**src/design/gtipm_pkg.sv**
```systemverilog
// Shared types and constants for the ground-to-image perspective map core.
// Used by gtipm_front, gtipm_div_step and ground_to_image_perspective_map_core.
package gtipm_pkg;

	localparam int COORD_BITS    = 16;
	localparam int FRAC_OUT_BITS = 8;
	localparam int COEF_W        = 32;
	localparam int QUO_W         = 32;
	localparam int PROD_W        = COEF_W + COORD_BITS;
	localparam int NUM_W         = PROD_W + 2;
	localparam int DIVD_W        = NUM_W + FRAC_OUT_BITS;
	localparam int HI_W          = DIVD_W - QUO_W;
	localparam int REM_W         = NUM_W + 1;
	localparam int IN_W          = ((2 * COORD_BITS + 7) / 8) * 8;
	localparam int OUT_W         = 2 * QUO_W;
	localparam int IDX_W         = 3;

	// register indexes
	localparam logic [IDX_W-1:0] REG_U_X_GAIN = 3'd0;
	localparam logic [IDX_W-1:0] REG_U_Y_GAIN = 3'd1;
	localparam logic [IDX_W-1:0] REG_U_OFFSET = 3'd2;
	localparam logic [IDX_W-1:0] REG_V_Y_GAIN = 3'd3;
	localparam logic [IDX_W-1:0] REG_V_OFFSET = 3'd4;
	localparam logic [IDX_W-1:0] REG_W_Y_GAIN = 3'd5;
	localparam logic [IDX_W-1:0] REG_W_OFFSET = 3'd6;

	localparam logic [COEF_W-1:0] W_Y_GAIN_RST = 32'h0001_0000;

	typedef struct packed {
		logic [COEF_W-1:0] u_x_gain;
		logic [COEF_W-1:0] u_y_gain;
		logic [COEF_W-1:0] u_offset;
		logic [COEF_W-1:0] v_y_gain;
		logic [COEF_W-1:0] v_offset;
		logic [COEF_W-1:0] w_y_gain;
		logic [COEF_W-1:0] w_offset;
	} coef_t;

	// one divider lane: partial remainder, dividend bits still to shift in, quotient so far
	typedef struct packed {
		logic [REM_W-1:0] rem;
		logic [QUO_W-1:0] nlo;
		logic [QUO_W-1:0] quo;
		logic             neg;
		logic             ovf;
	} lane_t;

	typedef struct packed {
		logic [NUM_W-1:0] ud;
		logic             zero;
		lane_t            u;
		lane_t            v;
	} div_t;

endpackage

```
**src/design/gtipm_div_step.sv**
```systemverilog
// One registered restoring-division step for both the u and v lanes.
// Depends on gtipm_pkg.
module gtipm_div_step import gtipm_pkg::*; (
	input  logic clk,
	input  logic arst_n,
	input  logic en,
	input  logic in_valid,
	input  div_t in_item,
	output logic out_valid,
	output div_t out_item
);

	div_t nxt;
	logic valid_q;
	div_t item_q;

	function automatic lane_t step_lane(lane_t l, logic [NUM_W-1:0] ud);
		logic [REM_W-1:0] r;
		logic             ge;
		lane_t            o;
		r     = {l.rem[REM_W-2:0], l.nlo[QUO_W-1]};
		ge    = (r >= REM_W'(ud));
		o     = l;
		o.rem = ge ? REM_W'(r - REM_W'(ud)) : r;
		o.nlo = {l.nlo[QUO_W-2:0], 1'b0};
		o.quo = {l.quo[QUO_W-2:0], ge};
		return o;
	endfunction

	// shift in one dividend bit, trial subtract
	always_comb begin
		nxt   = in_item;
		nxt.u = step_lane(in_item.u, in_item.ud);
		nxt.v = step_lane(in_item.v, in_item.ud);
	end

	always_ff @(posedge clk) begin
		if (en) item_q <= nxt;
	end

	always_ff @(posedge clk or negedge arst_n) begin
		if (!arst_n) valid_q <= 1'b0;
		else if (en) valid_q <= in_valid;
	end

	assign out_valid = valid_q;
	assign out_item  = item_q;

endmodule

```
**config.mk**
```make
export PLATFORM = sky130hd
export DESIGN_NAME = gtipm_div_step
export DESIGN_NICKNAME = d
export VERILOG_FILES = /design/src/design/gtipm_pkg.sv /design/src/design/gtipm_div_step.sv
export SDC_FILE = /design/constraint.sdc
export NUM_CORES = 1
export LEC_CHECK = 0
export BUFFER_PORTS_ARGS = -buffer_cell sky130_fd_sc_hd__buf_2
export CAP_MARGIN = 15
export CELL_PAD_IN_SITES_DETAIL_PLACEMENT = 1
export CELL_PAD_IN_SITES_GLOBAL_PLACEMENT = 2
export CORE_MARGIN = 3
export CORE_UTILIZATION = 33
export DETAILED_ROUTE_END_ITERATION = 6
export PLACE_DENSITY_LB_ADDON = 0.1
export RECOVER_POWER = 25
export SYNTH_ARGS = -nofsm -noshare
export SYNTH_HDL_FRONTEND = slang
export SYNTH_SLANG_ARGS = --single-unit
```
**constraint.sdc**
```tcl
create_clock -name clk -period 1.7 [get_ports clk]
set_input_delay 0.34 -clock clk [delete_from_list [all_inputs] [get_ports clk]]
set_output_delay 0.34 -clock clk [all_outputs]
set_load 0.01 [all_outputs]
```
# After elaboration in Yosys (flattened, before gate mapping)
# Cells that the tools add are included.
dict set report op_classes {
  addsub 2
  magnitude_cmp 2
  muxes 2
}
# op n
set op_table {}
lappend op_table {{$ge A51 B50 Y1} 2}
lappend op_table {{$mux W51} 2}
lappend op_table {{$sub A51 B50 Y51} 2}
dict set report word_totals {
  inputBits 289
  wordCells 19
  out_inout_bits 286
  ff_bits 284
}

# Depth between registers and ports, before layout
dict set report logic_depth {
  word_depth 2
  ltp_mapped 16
  mapped_depth_nobuf 14
}

# Worst setup path after synthesis
# No wires, ideal clock.
dict set report synth_timing {
  path_type {input to register}
  start {in in_item[182] (netlist bit)}
  end {reg item_q (netlist bit out_item[219]) (data pin)}
  t_required_ns 1.433
  t_arrival_ns 3.025
  setup_ns 0.267
  path_buffers 0
  path_slack_ns -1.592
  cell_stages 14
  path_cell_list {inv_1 ha_1 inv_1 fa_1 a211oi_1 o21ai_0 a21oi_1 o22ai_1 a21boi_0 o21ai_0 a221oi_1 o21ai_0 xnor2_1 o21ai_0}
}
# item line
set synth_lines {}
lappend synth_lines {{start: declaration} gtipm_div_step.sv:8} ;# input div_t in_item,
lappend synth_lines {{end signal: assignment} gtipm_div_step.sv:38} ;# if (en) item_q <= nxt;
lappend synth_lines {{end: declaration} gtipm_div_step.sv:15} ;# div_t item_q;

==> impl_metrics.env <==
export IMPL_status="finished with violations"
export IMPL_violations="max-capacitance violations, max-slew violations, negative setup slack"
export IMPL_fin_ws_ps=-1390
export IMPL_drt_total_wl_um=81700
export IMPL_rr_startpoint="out_valid"
export IMPL_grt_max_degree=71
export IMPL_overflow=0
export IMPL_whs_path_depth=3
export IMPL_drt_first_pass_iters=4
export IMPL_finalSetupViolCount=302
export IMPL_vias_per_cell=5.07
export IMPL_yosysUniqueCellTypes=72
export IMPL_yosys_top_cells_count="283 x edfxtp_1, 130 x a21oi_1, 123 x nand2_1"
export IMPL_arrival_ps=3390
export IMPL_endpoint_kind="register"
export IMPL_yosysWarningCount=0
export IMPL_power_density_nw_per_um2=899
export IMPL_num_vias=16664
export IMPL_max_slew_worst_pin_slew_ps=1620
export IMPL_nNetsFinal=3030
export IMPL_area_delta_synth_final_pct=77.2
export IMPL_skew_ps=0
export IMPL_netlist_area_leader_share_pct=54.5
export IMPL_synth_area_leaders="edfxtp_1 54%, ha_1 8.0%, a21oi_1 4.2%"
export IMPL_std_cell_rows=79
export IMPL_finalPower_mw=24.8
export IMPL_ys_seq_elements=284
export IMPL_hpwl_um=59200
export IMPL_start_util_pct=33.4
export IMPL_clock_root_buffer="clkbuf_16"
export IMPL_grt_pass1_vias=18131
export IMPL_worstHoldEndpoint="out_item[212]"
export IMPL_cts_tree="yes"
export IMPL_cp_buffers_inverters=5
export IMPL_fin_tns_setup_ps=-160340
export IMPL_numCtsBuffers=36
export IMPL_netlist_area_um2=15600
export IMPL_max_cap_violations=1
export IMPL_synth_async_reset_ratio_pct=0.352
export IMPL_slew_viol_final=18
export IMPL_swShare_pct=31.9
export IMPL_routedWlPerCell_um=24.9
export IMPL_gp_congestion=0.940
export IMPL_syn_avg_cell_area_um2=11.3
export IMPL_period_needed_ps=3090
export IMPL_cpPeakStageDelay_ps=410
export IMPL_layout_cells_non_filler=3286
export IMPL_fp_coreArea_um2=46700
export IMPL_die_area_um2=49900
export IMPL_p_seq_share_pct=36.0
export IMPL_ys_flop_type="edfxtp_1"
export IMPL_die_w_um=223
export IMPL_reg2reg_slack_ps=930
export IMPL_fin_crit_sh_pct=182
export IMPL_maxSlewHeadroom_pct=-8.15
export IMPL_reg2reg_depth=1
export IMPL_slowest_stage="a221o_1"
export IMPL_drtAntennaViolNets=0
export IMPL_syn_inst=1384
export IMPL_clk_pin_slew_ps=50
export IMPL_layout_drive_gt1_share_pct=51.1
export IMPL_worstPathRequired_ps=2010
export IMPL_yosysSeqAreaShare_pct=54.6
export IMPL_min_path_type="primary input to register"
export IMPL_cts_max_level=2
export IMPL_synth_most_common_cell="edfxtp_1"
export IMPL_cts_buffer_depth=3
export IMPL_cp_top_family="compound AO/OA/AOI/OAI gates"
export IMPL_vdd_drop_max_mv=0.742
export IMPL_placed_cells=2956
export IMPL_rr_endpoint="out_valid"
export IMPL_path_class="primary input to register"
export IMPL_post_synth_top_area_cell="edfxtp_1"
export IMPL_crit_path_cell_trace="buf_8 > clkinvlp_4 > buf_6 > ha_4 > nor2b_4 > o31a_1 > o211ai_2 > a31oi_4 > o21ai_2 > a21oi_2 > a221o_1 > a211oi_4 > clkinv_4 > buf_12 > mux2_4"
export IMPL_internal_power_mw=16.9
export IMPL_cts_sinks=284
export IMPL_rsz0062_at_grt="true"
export IMPL_clockPowerShare_pct=30.6
export IMPL_io_buffers=568
export IMPL_dieHeight_um=223
export IMPL_clkLatencyLatePin_ps=560
export IMPL_worstPathMaxFanout=6
export IMPL_grt_pass1_wl_um=116000
export IMPL_antenna_found_initial=18
export IMPL_synth_edff_count=283
export IMPL_pre_cts_ws_ps=-1940
export IMPL_track_usage_pct=30.8
export IMPL_min_from="in_item[211]"
export IMPL_p_switching_mw=7.92
export IMPL_drc=0
export IMPL_p_leak_nw=12.4
export IMPL_io_pins=575
export IMPL_comb_power_share_pct=33.4
export IMPL_cp_start_kind="primary input"
export IMPL_hold_violations=0
export IMPL_whs_ps=78.2
export IMPL_clock_fmax_ghz=0.324
export IMPL_drt_iter0_markers=752
power by group through the flow:
| stage | combinational (mW) | sequential [mW] | clock [mW] |
|---|---|---|---|
| 6_report | 8.29 | 8.95 | 7.61 |
| 4_1_cts | 7.80 | 8.92 | 7.66 |
| 5_1_grt | 8.83 | 9.01 | 7.97 |
| 3_5_place_dp | 6.62 | 9.04 | 0 |
| 3_3_place_gp | 6.51 | 9.03 | 0 |
| 2_1_floorplan | 2.53 | 9.43 | 0 |
timing repair:
item                       in CTS  in global routing
gates resized for setup       184                155
hold endpoints to repair      174                  0
buffers inserted               59                 18
gates cloned                   10                  3
pin swaps                      34                 51
hold buffers                  174                  0
setup endpoints to repair     104                104
how the worst max path moves through the flow:
stage,startpoint,end,slack [ps],cells past startpoint
floorplan,in_item[236],out_item[102],-1420,13
global placement,in_item[182],out_item[219],-1850,17
detailed placement,in_item[236],out_item[69],-1940,15
CTS,in_item[236],out_item[112],-1240,16
global route,in_item[236],out_item[74],-1480,15
finish,in_item[236],out_item[105],-1390,15
final cells by class:
type | instances | area (µm²)
inverters | 77 | 303
diodes | 12 | 30.0
flip-flops and latches | 284 | 8520
well taps | 607 | 759
multi-input cells | 973 | 7730
clock buffers | 41 | 920
repair buffers | 1267 | 9180
clock inverters | 25 | 200
fillers | 5134 | 19000
cell families after synthesis:
kind of cell,count (synthesis),synth area share [%]
compound gates,418,17.0
xor+xnor,88,4.94
other cells,1,0.0240
simple gates,345,9.96
buf+inv,128,3.65
flops,284,54.6
mux,18,1.52
fa+ha+maj,102,8.28
per-layer routing:
layer	wire [µm]	track usage [%]
met1	31300	34.6
met2	42700	57.2
met3	4120	5.71
met4	3480	12.9
met5	57	0
tightest hold or removal path, cell delays in order:
cell,delay (ps)
buf_2,100
nand2_2,50
o21ai_2,40
flip-flops by register name, summed over array words and instances (netlist names):
signal	cells
out_item	283
out_valid	1
metrics by stage:
stage                     util [%]  instance area (µm²)
after global placement        48.6                22700
final                         59.3                27700
after detailed placement      48.6                22700
after floorplan                  -                15800
after global routing          59.3                27600
after CTS                     57.9                27000
placed cells by master, fill, tap and decap left out, drive strengths merged, types with 4 or more instances in the layout:
cell type	count
a211oi	15
or3	6
nor3b	4
and2	7
o21a	12
xnor2	53
a31oi	15
a21boi	5
edfxtp	283
nor2	108
nor2b	10
a211o	6
nand2b	7
mux2	16
ha	100
clkbuf	55
a221oi	4
nand3	26
a21oi	139
o21ai	105
a21o	48
nor3	8
o31ai	4
o211ai	9
nand4	19
xor2	35
inv	78
dlygate4sd3	174
o21bai	20
diode	12
and3	13
buf	1079
a221o	4
nand2	123
clkinv	19
nor4	8
Note: power is estimated with default switching activity, not from simulation.
